### src/sdst_pkg.sv
// Shared types and constants for the switch debounce state tracker.
`default_nettype none
package sdst_pkg;

  localparam int MAX_STATES_DEF = 64;
  localparam int STATE_W        = 6;
  localparam int NS_W           = 7;
  localparam int MAP_W          = 8;
  localparam int TIME_W         = 32;
  localparam int MS_W           = 8;
  localparam int CFG_IDX_W      = 3;
  localparam int CFG_DATA_W     = 8;
  localparam int NS_MIN         = 2;

  // item kinds
  typedef enum logic [1:0] {
    MODE_POLL  = 2'd0,
    MODE_MAP   = 2'd1,
    MODE_RESET = 2'd2
  } mode_t;

  // configuration register indexes
  typedef enum logic [CFG_IDX_W-1:0] {
    CFG_NUM_STATES = 3'd0,
    CFG_READ_CYCLE = 3'd1,
    CFG_DEBOUNCE   = 3'd2,
    CFG_INVERT     = 3'd3,
    CFG_MAP_EN     = 3'd4
  } cfg_idx_t;

  typedef struct packed {
    logic [NS_W-1:0] num_states;
    logic [MS_W-1:0] read_cycle_ms;
    logic [MS_W-1:0] debounce_ms;
    logic            invert_raw;
    logic            mapping_enable;
  } cfg_t;

  // tracked state after one item
  typedef struct packed {
    logic               changed;
    logic [STATE_W-1:0] current_state;
    logic               current_valid;
    logic [STATE_W-1:0] previous_state;
    logic               previous_valid;
  } res_t;

  // mapping table write request
  typedef struct packed {
    logic               en;
    logic [STATE_W-1:0] idx;
    logic [MAP_W-1:0]   val;
  } map_wr_t;

endpackage
`default_nettype wire

### src/sdst_ram.sv
// Generic single-write, single-read RAM with registered read data.
`default_nettype none
module sdst_ram #(
  parameter int W = 8,
  parameter int D = 64
) (
  input  logic                 clk,
  input  logic                 we,
  input  logic [$clog2(D)-1:0] waddr,
  input  logic [W-1:0]         wdata,
  input  logic                 re,
  input  logic [$clog2(D)-1:0] raddr,
  output logic [W-1:0]         rdata
);

  logic [W-1:0] mem [D];

  always_ff @(posedge clk) begin
    if (we) begin
      mem[waddr] <= wdata;
    end
    if (re) begin
      rdata <= mem[raddr];
    end
  end

endmodule
`default_nettype wire

### src/sdst_core.sv
// Debounce and state tracking: poll timing, level conditioning, state update.
`default_nettype none
module sdst_core #(
  parameter int MAX_STATES = sdst_pkg::MAX_STATES_DEF
) (
  input  logic                           clk,
  input  logic                           rst_n,
  input  logic                           fire,
  input  sdst_pkg::mode_t                mode,
  input  logic [sdst_pkg::TIME_W-1:0]    now_ms,
  input  logic [sdst_pkg::STATE_W-1:0]   raw_level,
  input  logic [sdst_pkg::STATE_W-1:0]   map_index,
  input  logic [sdst_pkg::MAP_W-1:0]     map_value,
  input  sdst_pkg::cfg_t                 cfg,
  output sdst_pkg::res_t                 res,
  output sdst_pkg::map_wr_t              map_wr
);

  logic [sdst_pkg::STATE_W-1:0] cur_r, cur_nxt, prev_r, prev_nxt, lraw_r, lraw_nxt;
  logic                         ck_r, ck_nxt, pk_r, pk_nxt, lrk_r, lrk_nxt;
  logic                         dba_r, dba_nxt;
  logic [sdst_pkg::TIME_W-1:0]  lrt_r, lrt_nxt;

  logic [sdst_pkg::NS_W-1:0]    ns, raw7, sat7, lvl7;
  logic [sdst_pkg::STATE_W-1:0] lvl;
  logic [sdst_pkg::TIME_W-1:0]  diff;
  logic [sdst_pkg::MS_W-1:0]    wait_ms;
  logic                         due, chg;

  // effective number of states, clamped
  always_comb begin
    if (cfg.num_states < sdst_pkg::NS_W'(sdst_pkg::NS_MIN)) begin
      ns = sdst_pkg::NS_W'(sdst_pkg::NS_MIN);
    end else if (cfg.num_states > sdst_pkg::NS_W'(MAX_STATES)) begin
      ns = sdst_pkg::NS_W'(MAX_STATES);
    end else begin
      ns = cfg.num_states;
    end
  end

  // level: saturate then optionally invert
  always_comb begin
    raw7 = {1'b0, raw_level};
    sat7 = (raw7 >= ns) ? ns - 1'b1 : raw7;
    lvl7 = cfg.invert_raw ? ns - 1'b1 - sat7 : sat7;
    lvl  = lvl7[sdst_pkg::STATE_W-1:0];
  end

  // poll is due once the relevant wait has passed (wrapping difference)
  assign diff    = now_ms - lrt_r;
  assign wait_ms = dba_r ? cfg.debounce_ms : cfg.read_cycle_ms;
  assign due     = diff >= sdst_pkg::TIME_W'(wait_ms);

  // next state for the item on the input
  always_comb begin
    cur_nxt  = cur_r;
    prev_nxt = prev_r;
    lraw_nxt = lraw_r;
    ck_nxt   = ck_r;
    pk_nxt   = pk_r;
    lrk_nxt  = lrk_r;
    dba_nxt  = dba_r;
    lrt_nxt  = lrt_r;
    chg      = 1'b0;
    map_wr.en  = 1'b0;
    map_wr.idx = map_index;
    map_wr.val = map_value;
    unique case (mode)
      sdst_pkg::MODE_POLL: begin
        if (due) begin
          lrt_nxt = now_ms;
          if (!dba_r && cfg.debounce_ms != '0 && (!lrk_r || lraw_r != lvl)) begin
            dba_nxt = 1'b1;
          end else begin
            dba_nxt  = 1'b0;
            lraw_nxt = lvl;
            lrk_nxt  = 1'b1;
            if (!ck_r || cur_r != lvl) begin
              prev_nxt = cur_r;
              pk_nxt   = ck_r;
              cur_nxt  = lvl;
              ck_nxt   = 1'b1;
              chg      = 1'b1;
            end
          end
        end
      end
      sdst_pkg::MODE_MAP: begin
        map_wr.en = cfg.mapping_enable && ({1'b0, map_index} < ns);
      end
      sdst_pkg::MODE_RESET: begin
        cur_nxt  = '0;
        prev_nxt = '0;
        lraw_nxt = '0;
        ck_nxt   = 1'b0;
        pk_nxt   = 1'b0;
        lrk_nxt  = 1'b0;
        dba_nxt  = 1'b0;
        lrt_nxt  = '0;
      end
      default: begin
      end
    endcase
    map_wr.en = map_wr.en && fire;
  end

  // result view of the updated state
  always_comb begin
    res.changed        = chg;
    res.current_state  = ck_nxt ? cur_nxt : '0;
    res.current_valid  = ck_nxt;
    res.previous_state = pk_nxt ? prev_nxt : '0;
    res.previous_valid = pk_nxt;
  end

  always_ff @(posedge clk) begin
    if (!rst_n) begin
      cur_r  <= '0;
      prev_r <= '0;
      lraw_r <= '0;
      ck_r   <= 1'b0;
      pk_r   <= 1'b0;
      lrk_r  <= 1'b0;
      dba_r  <= 1'b0;
      lrt_r  <= '0;
    end else if (fire) begin
      cur_r  <= cur_nxt;
      prev_r <= prev_nxt;
      lraw_r <= lraw_nxt;
      ck_r   <= ck_nxt;
      pk_r   <= pk_nxt;
      lrk_r  <= lrk_nxt;
      dba_r  <= dba_nxt;
      lrt_r  <= lrt_nxt;
    end
  end

endmodule
`default_nettype wire

### src/sdst_map.sv
// Mapping table: two RAM copies for two reads, valid bits, write forwarding.
`default_nettype none
module sdst_map #(
  parameter int MAX_STATES = sdst_pkg::MAX_STATES_DEF
) (
  input  logic                          clk,
  input  logic                          rst_n,
  input  logic                          rd_en,
  input  sdst_pkg::res_t                res,
  input  logic                          map_en,
  input  sdst_pkg::map_wr_t             map_wr,
  output logic [sdst_pkg::MAP_W-1:0]    mapped_current,
  output logic [sdst_pkg::MAP_W-1:0]    mapped_previous
);

  localparam int AW = $clog2(MAX_STATES);

  logic [MAX_STATES-1:0]          vld_r;
  logic [AW-1:0]                  wa, ca, pa;
  logic [sdst_pkg::MAP_W-1:0]     cq, pq;
  logic [sdst_pkg::STATE_W-1:0]   cs_r, ps_r;
  logic                           ck_r, pk_r, en_r;
  logic                           chit_r, phit_r, cvld_r, pvld_r;
  logic [sdst_pkg::MAP_W-1:0]     wval_r;

  assign wa = map_wr.idx[AW-1:0];
  assign ca = res.current_state[AW-1:0];
  assign pa = res.previous_state[AW-1:0];

  sdst_ram #(.W(sdst_pkg::MAP_W), .D(MAX_STATES)) u_ram_cur (
    .clk(clk), .we(map_wr.en), .waddr(wa), .wdata(map_wr.val),
    .re(rd_en), .raddr(ca), .rdata(cq)
  );

  sdst_ram #(.W(sdst_pkg::MAP_W), .D(MAX_STATES)) u_ram_prev (
    .clk(clk), .we(map_wr.en), .waddr(wa), .wdata(map_wr.val),
    .re(rd_en), .raddr(pa), .rdata(pq)
  );

  // entries never written read as their own index
  always_ff @(posedge clk) begin
    if (!rst_n) begin
      vld_r <= '0;
    end else if (map_wr.en) begin
      vld_r[wa] <= 1'b1;
    end
  end

  // side information aligned with the RAM read data
  always_ff @(posedge clk) begin
    if (rd_en) begin
      cs_r   <= res.current_state;
      ps_r   <= res.previous_state;
      ck_r   <= res.current_valid;
      pk_r   <= res.previous_valid;
      en_r   <= map_en;
      chit_r <= map_wr.en && wa == ca;
      phit_r <= map_wr.en && wa == pa;
      cvld_r <= vld_r[ca];
      pvld_r <= vld_r[pa];
      wval_r <= map_wr.val;
    end
  end

  // select zero for no state, forwarded write, stored entry or identity
  always_comb begin
    if (!ck_r) begin
      mapped_current = '0;
    end else if (en_r && chit_r) begin
      mapped_current = wval_r;
    end else if (en_r && cvld_r) begin
      mapped_current = cq;
    end else begin
      mapped_current = sdst_pkg::MAP_W'(cs_r);
    end
    if (!pk_r) begin
      mapped_previous = '0;
    end else if (en_r && phit_r) begin
      mapped_previous = wval_r;
    end else if (en_r && pvld_r) begin
      mapped_previous = pq;
    end else begin
      mapped_previous = sdst_pkg::MAP_W'(ps_r);
    end
  end

endmodule
`default_nettype wire

### src/switch_debounce_state_tracker.sv
// Top level: stream ports, configuration registers, pipeline and output register.
//
//  channel | dir | handshake            | payload
//  in_     | in  | in_tvalid/in_tready  | in_tuser mode, in_tdata timestamp, level, map
//  out_    | out | out_tvalid/out_tready| out_tdata flags, states, mapped states
//  cfg_    | in  | cfg_valid/cfg_ready  | cfg_index, cfg_data
//
// One item per cycle while the output is not stalled; the state update and table read
// are registered in the middle stage, followed by the output register. The rate is set by
// the tracking registers, updated once per accepted item, and one read port per table copy.
// Table entries read as identity after reset via per-entry valid bits; no clear pass.
// in_tready and cfg_ready stay low while reset is asserted.
// A stalled output holds the middle stage, and the input stalls once that is full.
`default_nettype none
module switch_debounce_state_tracker #(
  parameter int MAX_STATES = sdst_pkg::MAX_STATES_DEF
) (
  input  logic                              clk,
  input  logic                              rst_n,
  input  logic                              in_tvalid,
  output logic                              in_tready,
  input  logic [55:0]                       in_tdata,  // now_ms, raw_level, map_index, map_value
  input  logic [1:0]                        in_tuser,  // mode
  output logic                              out_tvalid,
  input  logic                              out_tready,
  // changed, current_state, current_valid, previous_state, previous_valid,
  // mapped_current, mapped_previous
  output logic [31:0]                       out_tdata,
  input  logic                              cfg_valid,
  output logic                              cfg_ready,
  input  logic [sdst_pkg::CFG_IDX_W-1:0]    cfg_index,
  input  logic [sdst_pkg::CFG_DATA_W-1:0]   cfg_data
);

  sdst_pkg::cfg_t    cfg_r;
  sdst_pkg::res_t    res, s1_res_r;
  sdst_pkg::map_wr_t map_wr;
  logic              in_fire, s1_valid_r, s1_valid_nxt, s1_move;
  logic              out_valid_r, out_valid_nxt;
  logic [31:0]       out_data_r;
  logic [sdst_pkg::MAP_W-1:0] mc, mp;

  // configuration registers
  assign cfg_ready = rst_n;
  always_ff @(posedge clk) begin
    if (!rst_n) begin
      cfg_r.num_states     <= sdst_pkg::NS_W'(sdst_pkg::NS_MIN);
      cfg_r.read_cycle_ms  <= '0;
      cfg_r.debounce_ms    <= '0;
      cfg_r.invert_raw     <= 1'b0;
      cfg_r.mapping_enable <= 1'b0;
    end else if (cfg_valid && cfg_ready) begin
      case (cfg_index)
        sdst_pkg::CFG_NUM_STATES: cfg_r.num_states    <= cfg_data[sdst_pkg::NS_W-1:0];
        sdst_pkg::CFG_READ_CYCLE: cfg_r.read_cycle_ms <= cfg_data;
        sdst_pkg::CFG_DEBOUNCE:   cfg_r.debounce_ms   <= cfg_data;
        sdst_pkg::CFG_INVERT:     cfg_r.invert_raw    <= cfg_data[0];
        sdst_pkg::CFG_MAP_EN:     cfg_r.mapping_enable <= cfg_data[0];
        default: begin
        end
      endcase
    end
  end

  // handshake and stage control
  assign s1_move   = s1_valid_r && (!out_valid_r || out_tready);
  assign in_tready = rst_n && (!s1_valid_r || s1_move);
  assign in_fire   = in_tvalid && in_tready;

  always_comb begin
    s1_valid_nxt  = in_fire ? 1'b1 : (s1_move ? 1'b0 : s1_valid_r);
    out_valid_nxt = s1_move ? 1'b1 : (out_tready ? 1'b0 : out_valid_r);
  end

  sdst_core #(.MAX_STATES(MAX_STATES)) u_core (
    .clk(clk), .rst_n(rst_n), .fire(in_fire),
    .mode(sdst_pkg::mode_t'(in_tuser)),
    .now_ms(in_tdata[31:0]), .raw_level(in_tdata[37:32]),
    .map_index(in_tdata[43:38]), .map_value(in_tdata[51:44]),
    .cfg(cfg_r), .res(res), .map_wr(map_wr)
  );

  sdst_map #(.MAX_STATES(MAX_STATES)) u_map (
    .clk(clk), .rst_n(rst_n), .rd_en(in_fire), .res(res),
    .map_en(cfg_r.mapping_enable), .map_wr(map_wr),
    .mapped_current(mc), .mapped_previous(mp)
  );

  // middle stage, aligned with table read data
  always_ff @(posedge clk) begin
    if (!rst_n) begin
      s1_valid_r <= 1'b0;
    end else begin
      s1_valid_r <= s1_valid_nxt;
    end
    if (in_fire) begin
      s1_res_r <= res;
    end
  end

  // output register
  always_ff @(posedge clk) begin
    if (!rst_n) begin
      out_valid_r <= 1'b0;
    end else begin
      out_valid_r <= out_valid_nxt;
    end
    if (s1_move) begin
      out_data_r <= {1'b0, mp, mc, s1_res_r.previous_valid, s1_res_r.previous_state,
                     s1_res_r.current_valid, s1_res_r.current_state, s1_res_r.changed};
    end
  end

  assign out_tvalid = out_valid_r;
  assign out_tdata  = out_data_r;

  // a change always leaves a valid current state
  a_changed_valid: assert property (@(posedge clk) disable iff (!rst_n)
    out_tvalid |-> (!out_tdata[0] || out_tdata[7]))
    else $error("changed without valid current state");

  // undefined current state reports zero
  a_cur_zero: assert property (@(posedge clk) disable iff (!rst_n)
    (out_tvalid && !out_tdata[7]) |-> (out_tdata[6:1] == '0 && out_tdata[22:15] == '0))
    else $error("undefined current state not zero");

  // previous state only exists once a current one does
  a_prev_cur: assert property (@(posedge clk) disable iff (!rst_n)
    (out_tvalid && out_tdata[14]) |-> out_tdata[7])
    else $error("previous valid without current valid");

  // an empty middle stage never blocks the input
  a_ready: assert property (@(posedge clk) disable iff (!rst_n)
    !s1_valid_r |-> in_tready)
    else $error("input stalled with empty pipeline");

endmodule
`default_nettype wire

### config.mk
export PLATFORM = sky130hd
export DESIGN_NAME = switch_debounce_state_tracker
export DESIGN_NICKNAME = d
export VERILOG_FILES = /design/src/sdst_pkg.sv /design/src/sdst_ram.sv /design/src/sdst_core.sv /design/src/sdst_map.sv /design/src/switch_debounce_state_tracker.sv
export SDC_FILE = /design/constraint.sdc
export NUM_CORES = 1
export LEC_CHECK = 0
export BUFFER_PORTS_ARGS = -buffer_cell sky130_fd_sc_hd__buf_4
export CORE_AREA = 2 2 354 356
export CTS_CLUSTER_SIZE = 24
export DETAILED_ROUTE_END_ITERATION = 7
export DIE_AREA = 0 0 356 358
export GPL_ROUTABILITY_DRIVEN = 1
export HOLD_SLACK_MARGIN = 0.1
export PLACE_DENSITY = 0.48
export SYNTH_ARGS = -nofsm -noshare
export SYNTH_HDL_FRONTEND = slang
export SYNTH_SLANG_ARGS = --single-unit
### constraint.sdc
create_clock -name clk -period 8 [get_ports clk]
set_input_delay 0.4 -clock clk [delete_from_list [all_inputs] [get_ports clk]]
set_output_delay 0.4 -clock clk [all_outputs]
set_load 0.05 [all_outputs]
* Yosys cells after proc, flatten, opt, wreduce, memory -nomap -nowiden *
Memories as Yosys holds them, arrays and structs flattened. A register that Yosys moved wholly into a read port is not among the register bits.
Index checks and enable logic that the tools add are counted.

storage, ports and cells
  logic and storage cells = 149
  memories = 2
  register bits = 204
  bits in writable memories = 1,024

cells by class
  equality and inequality tests = 12
  $add $sub $neg = 3
  multiplexer cells = 52
  bitwise operators = 3
  $lt $le $gt $ge = 9
  reductions and logical operators = 38

memory list
  name                  depth  bits a word  rd ports  clocked after Yosys merged registers in  write ports  line            source
  u_map.u_ram_cur.mem   64     8            1         1                                        1            sdst_ram.sv:16  logic [W-1:0] mem [D];
  u_map.u_ram_prev.mem  64     8            1         1                                        1            sdst_ram.sv:16

operator list
  operator              count
  $mux W6               12
  $or A64 B64 Y64       1
  $pmux W32 S2          1
  $mux W8               5
  $pmux W6 S2           3
  $ge A32 B8 Y1         1
  $mux W32              1
  $sub A32 B32 Y32      1
  $lt A6 B7 Y1 const B  3
  $mux W1               21
  $logic_and A1 B1 Y1   15
  $mux W7               2
  $bmux W1 S6           2
  $eq A6 B6 Y1          2
  $ne A6 B6 Y1          2
  $reduce_and A2 Y1     5
  $pmux W1 S2           4
  $reduce_bool A8 Y1    1
  $ge A6 B7 Y1          1
  $gt A7 B7 Y1 const B  1
  $lt A6 B7 Y1          1
  $lt A7 B2 Y1 const B  1
  $demux W1 S6          1
  $eq A3 B2 Y1 const B  2
  18 further kinds      28

* Logic depth before layout (Yosys ltp) *
  word-level depth = 16
  gate-level depth with buffers = 34
  mapped depth without buffers = 29

* Modules after synthesis *
Synthesis repeated with hierarchy kept, for this count alone.

unflattened totals
  cells, all modules = 3,342
  area, all modules = 54,060.6 µm²

modules (own cells, without submodules)
  module                         area an instance (µm²)  instances  seq. area each (µm²)  cells an instance
  sdst_ram                       20,246.9                2          15,615.0              940
  sdst_core                      6,277.3                 1          1,081.0               845
  sdst_map                       4,799.6                 1          2,092.0               452
  switch_debounce_state_tracker  2,489.9                 1          1,921.8               165

* Worst setup path before layout *
No wires, ideal clock.

  path type = register to register
  from = register cfg_r[21] in the netlist's numbering
  to = register u_map.u_ram_cur.rdata[3], read port of u_map.u_ram_cur.mem (data pin)
  period minus slack after synthesis = 7.014 ns
  cell stages (with the launch flop) = 31
  data arrival time = 6.738 ns
  required time = 7.724 ns
  slack = 0.986 ns
  setup time = 0.276 ns
  path through = dfxtp_1 > buf_6 > or3_1 > o311a_1 > ha_1 > nor2b_1 > o41ai_2 > o21a_1 > buf_2 > o21ai_0 > ha_1 > o21a_1 > o31a_1 > o22ai_1 > mux2_2 > o2111ai_1 > and2_2 > xnor2_1 > o32a_1 > buf_6 > mux2_4 > nor2_4 > buf_6 > buf_6 > buf_2 > mux2i_1 > o221ai_1 > o211ai_1 > o21ai_0 > a2111oi_0 > nand3_1

between the ends
  cells in the longest elaborated chain, start to end = 14
  elaborated cells between the ends (all ways) = 23
  classes of those cells = add/sub: 2; order compare: 3; eq/ne: 2; mux: 13; reduce/logical: 3

RTL lines
  element                                        line                                 source
  from (decl)                                    switch_debounce_state_tracker.sv:35  sdst_pkg::cfg_t cfg_r;
  $gt A7 B7 Y1                                   sdst_core.sv:34                      end else if (cfg.num_states > sdst_pkg::NS_W'(MAX_STATES)) begin
  $mux W7                                        sdst_core.sv:34
  $mux W7 *                                      sdst_core.sv:32                      if (cfg.num_states < sdst_pkg::NS_W'(sdst_pkg::NS_MIN)) begin
  $sub A6 B1 Y6 or $ge A6 B7 Y1 (tied branches)  sdst_core.sv:44, sdst_core.sv:45
  $mux W6                                        sdst_core.sv:44                      sat7 = (raw7 >= ns) ? ns - 1'b1 : raw7;
  $sub A6 B6 Y6                                  sdst_core.sv:45                      lvl7 = cfg.invert_raw ? ns - 1'b1 - sat7 : sat7;
  $mux W6 *                                      sdst_core.sv:45
  $ne A6 B6 Y1 (on tied branches)                sdst_core.sv:78, sdst_core.sv:72
  $logic_or A1 B1 Y1 (on tied branches)          sdst_core.sv:78, sdst_core.sv:72
  $mux W6, or another cell as far along          sdst_core.sv:78                      if (!ck_r || cur_r != lvl) begin
  $mux W6 or $mux W1 (tied branches)             sdst_core.sv:72                      if (!dba_r && cfg.debounce_ms != '0 && (!lrk_r || lraw_r != lvl)) begin
  $mux W6 or $mux W1 (tied branches)             sdst_core.sv:70                      if (due) begin
  $pmux W6 S2 or $pmux W1 S2 (tied branches)     sdst_core.sv:68                      unique case (mode)
  $mux W6 *                                      sdst_core.sv:110                     res.current_state = ck_nxt ? cur_nxt : '0;
  to (decl)                                      sdst_ram.sv:13                       output logic [W-1:0] rdata

Mark *: on every way between the ends. The rest lies on a longest branch, timed or not.
A chain may end at the register's enable or synchronous reset.

* Worst setup path in the final report *
  from = register cfg_r[21] in the netlist's numbering
  to = register u_map.u_ram_prev.rdata[4], read port of u_map.u_ram_prev.mem (data pin)

between the ends
  cells in the longest elaborated chain, start to end = 14
  elaborated cells between the ends (all ways) = 23
  classes of those cells = add/sub: 2; order compare: 3; eq/ne: 2; mux: 13; reduce/logical: 3

RTL lines
  element                                        line                              source
  $gt A7 B7 Y1                                   sdst_core.sv:34
  $mux W7                                        sdst_core.sv:34
  $mux W7 *                                      sdst_core.sv:32
  $sub A6 B1 Y6 or $ge A6 B7 Y1 (tied branches)  sdst_core.sv:44, sdst_core.sv:45
  $mux W6                                        sdst_core.sv:44
  $sub A6 B6 Y6                                  sdst_core.sv:45
  $mux W6 *                                      sdst_core.sv:45
  $ne A6 B6 Y1 (on tied branches)                sdst_core.sv:78, sdst_core.sv:72
  $logic_or A1 B1 Y1 (on tied branches)          sdst_core.sv:78, sdst_core.sv:72
  $mux W6, or another cell as far along          sdst_core.sv:78
  $mux W6 or $mux W1 (tied branches)             sdst_core.sv:72
  $mux W6 or $mux W1 (tied branches)             sdst_core.sv:70
  $pmux W6 S2 or $pmux W1 S2 (tied branches)     sdst_core.sv:68
  $mux W6 *                                      sdst_core.sv:112                  res.previous_state = pk_nxt ? prev_nxt : '0;
  to (decl)                                      sdst_ram.sv:13

Marked as above.

==> results.py <==
metrics = {
    "outcome": {
        "status": "finished, final reports clean",
    },
    "worst_setup_path": {
        "cp-end-kind": "register",
        "rr_worst_depth": 30,
        "cpPeakStageDelay_ps": 580,
        "r2r_start": "cfg_r[21]$_SDFFE_PN0P_",
        "worstPathMaxFanout": 32,
        "cp-start-kind": "register",
        "worst_path_max_delay_cell": "o211ai_1",
        "crit_top_cell": "buf_12",
        "worstPathArrival_ps": 8400,
        "crit_start": "cfg_r[21]$_SDFFE_PN0P_",
        "critPathKind": "register to register",
        "required_ps": 8540,
    },
    "final_layout": {
        "final_common_cell": "nand2_1",
        "postLayoutCoreUtil": 0.384,
        "drive_gt1_frac": 0.178,
        "nNetsFinal": 4130,
        "fin_cells": 5711,
        "most-common-layout-cells": "nand2_1 (680), edfxtp_1 (587), buf_4 (392), mux2i_1 (307), nand3_1 (198)",
        "area_growth_pct": 20.8,
        "fin_area_um2": 47400,
    },
    "logic_synthesis": {
        "synth_cells": 3694,
        "yosysSeqAreaShare": 0.523,
        "async_flop_share": 0,
        "ys_ff_latch": 732,
        "syn-num-nets": 3823,
        "syn_avg_cell_area_um2": 10.6,
        "synth_flop_cell": "edfxtp_1",
        "synth_cell_types": 114,
        "yosysWarnings": 0,
        "synth_edf_count": 587,
        "syn_area_um2": 39200,
    },
    "drt": {
        "final_antenna_net_count": 0,
        "drc": 0,
        "vias": 32600,
        "initialDrtViolationCount": 3850,
        "wl_um": 161000,
        "firstDrtPassIters": 5,
        "wl_per_cell_um": 28.3,
        "viasPerCell": 5.70,
    },
    "die": {
        "dieArea_um2": 127000,
        "top_level_ports": 109,
        "start_util": 0.318,
        "core_um2": 123000,
        "die_w_um": 356,
        "core.rowCount": 129,
        "fp.dieH_um": 358,
    },
    "sta": {
        "drv_slew": 0,
        "maxSlewHeadroom": 0.0684,
        "tightest_slew_ps": 1390,
        "setup_viol": 0,
        "hold_viol": 0,
        "skew_ps": 28.1,
        "fin_crit_sh": 0.983,
        "whs_ps": 147,
        "fmax_ghz": 0.127,
        "period_minus_slack_ps": 7860,
    },
    "hold_path": {
        "hold_depth": 4,
        "hold_path_class": "primary input to register",
        "hp-start": "cfg_valid",
    },
    "flow_run": {
        "max_cap_viol_count": 0,
    },
    "global_route": {
        "use_met1": 0.345,
        "grt_pass1_vias": 30600,
        "use_met2": 0.375,
        "grt_util_met3": 0.0412,
        "gr-usage-all-layers": 0.248,
        "top_usage_layer": "met2",
        "grt_pass1_wl_um": 228000,
        "overflow": 0,
        "antenna_found_initial": 8,
        "grt_max_degree": 74,
    },
    "clock_tree": {
        "tritoncts": "yes",
        "cts_buffers": 85,
        "clk_pin_slew_ps": 60,
        "cts_sinks": 732,
        "insertion_delay_ps": 670,
        "cts-root-to-sink-buffers": 3,
        "root_buffer": "clkbuf_16",
        "cts.htree.levels": 3,
    },
    "place": {
        "dpl.hpwl_um": 115000,
        "place_inst": 5502,
        "routabilityCongestion": 1.01,
        "numPortBuffers": 103,
        "dpl_cell_area_um2": 43800,
    },
    "pwr": {
        "power_mw": 9.30,
        "power_density_nw_per_um2": 196,
        "peakVddDrop_v": 0.000133,
        "p_leak_nw": 17.4,
    },
}
[state kept, by name, summed over array words and instances (netlist names), 6 cells and up]
register and cells:
u_map.u_ram_cur.mem 8, u_map.wval_r 8, u_map.vld_r 64, u_map.u_ram_cur.rdata 8
u_core.lrt_r 32, u_core.prev_r 6, u_core.lraw_r 6, u_map.cs_r 6
u_map.u_ram_prev.rdata 8, u_map.u_ram_prev.mem 504, out_tdata 31, u_core.cur_r 6
u_map.ps_r 6, cfg_r 25
[synthesized netlist by cell type (all sizes together) (59+ instances only)]
cell type | count | area, µm²
mux2 | 59 | 668
dfxtp | 145 | 2900
nand3 | 199 | 996
buf | 176 | 1080
a21oi | 187 | 947
nand2 | 684 | 2590
clkbuf | 94 | 353
o21a | 85 | 639
edfxtp | 587 | 17600
nor2 | 166 | 633
o21ai | 96 | 492
mux2i | 307 | 3070
inv | 71 | 269
[path summary, 6_finish.rpt]
path                            slack [ps]                                   to
worst max-delay path                   140  u_map.u_ram_prev.rdata[4]$_DFFE_PP_
worst min-delay path                   150                cfg_r[0]$_SDFFE_PN0P_
worst max register to register         140  u_map.u_ram_prev.rdata[4]$_DFFE_PP_
worst min register to register         460        u_core.lrt_r[16]$_SDFFE_PN0P_
[logic make-up (layout without fill, tap and decap cells)]
logic type                 count (synthesis)  count (layout)  synth area share
AOI/OAI and AO/OA                        840             840             0.156
buffers and inverters                    341             719            0.0435
adders and majority gates                 55              55            0.0179
other                                      1               3         0.0000956
xor gates and xnor gates                  50              50            0.0115
muxes                                    368             368            0.0965
DFF                                      732             732             0.523
and+or+nand+nor                         1307            1307             0.151
[worst max-delay path, delay by kind of cell (launching register included)]
family                     cells  cell delay, ps
xor gates and xnor gates       1             190
muxes                          1             280
AOI/OAI and AO/OA             15            3990
DFF                            1             310
buffers and inverters          6            1020
adders and majority gates      3             970
and+or+nand+nor                4             930
[layer usage]
| layer | wire, µm | up-vias |
|---|---|---|
| met5 | 61 | - |
| met4 | 7940 | 10 |
| li1 | - | 14500 |
| met3 | 13300 | 310 |
| met2 | 70100 | 1575 |
| met1 | 69900 | 16200 |
[power breakdown]
group          internal, mW  total, mW  switching (mW)
sequential             4.14       4.16          0.0270
clock                  2.44       4.09            1.66
combinational         0.389       1.04           0.650
[layout make-up]
type	count	area, µm²
diodes	2	5.00
clock buffers	109	2310
clock inverters	49	586
fillers	12100	75900
inverters	71	287
multi-input cells	2621	17200
flip-flops and latches	732	20500
well taps	1637	2050
repair buffers	490	4440
[what timing repair did]
action	in CTS	in global routing
hold endpoints to repair	59	0
hold buffers	42	0
gates resized for setup	0	26
setup buffers	0	7
setup endpoints to repair	0	15
[through the flow]
step           setup slack [ps]  TNS, ps
4_1_cts                    50.0        0
6_report                    138        0
3_5_place_dp               79.4        0
5_1_grt                   -13.1    -20.5
2_1_floorplan               986        0
3_3_place_gp               77.2        0
(Power assumes the default switching activity.)
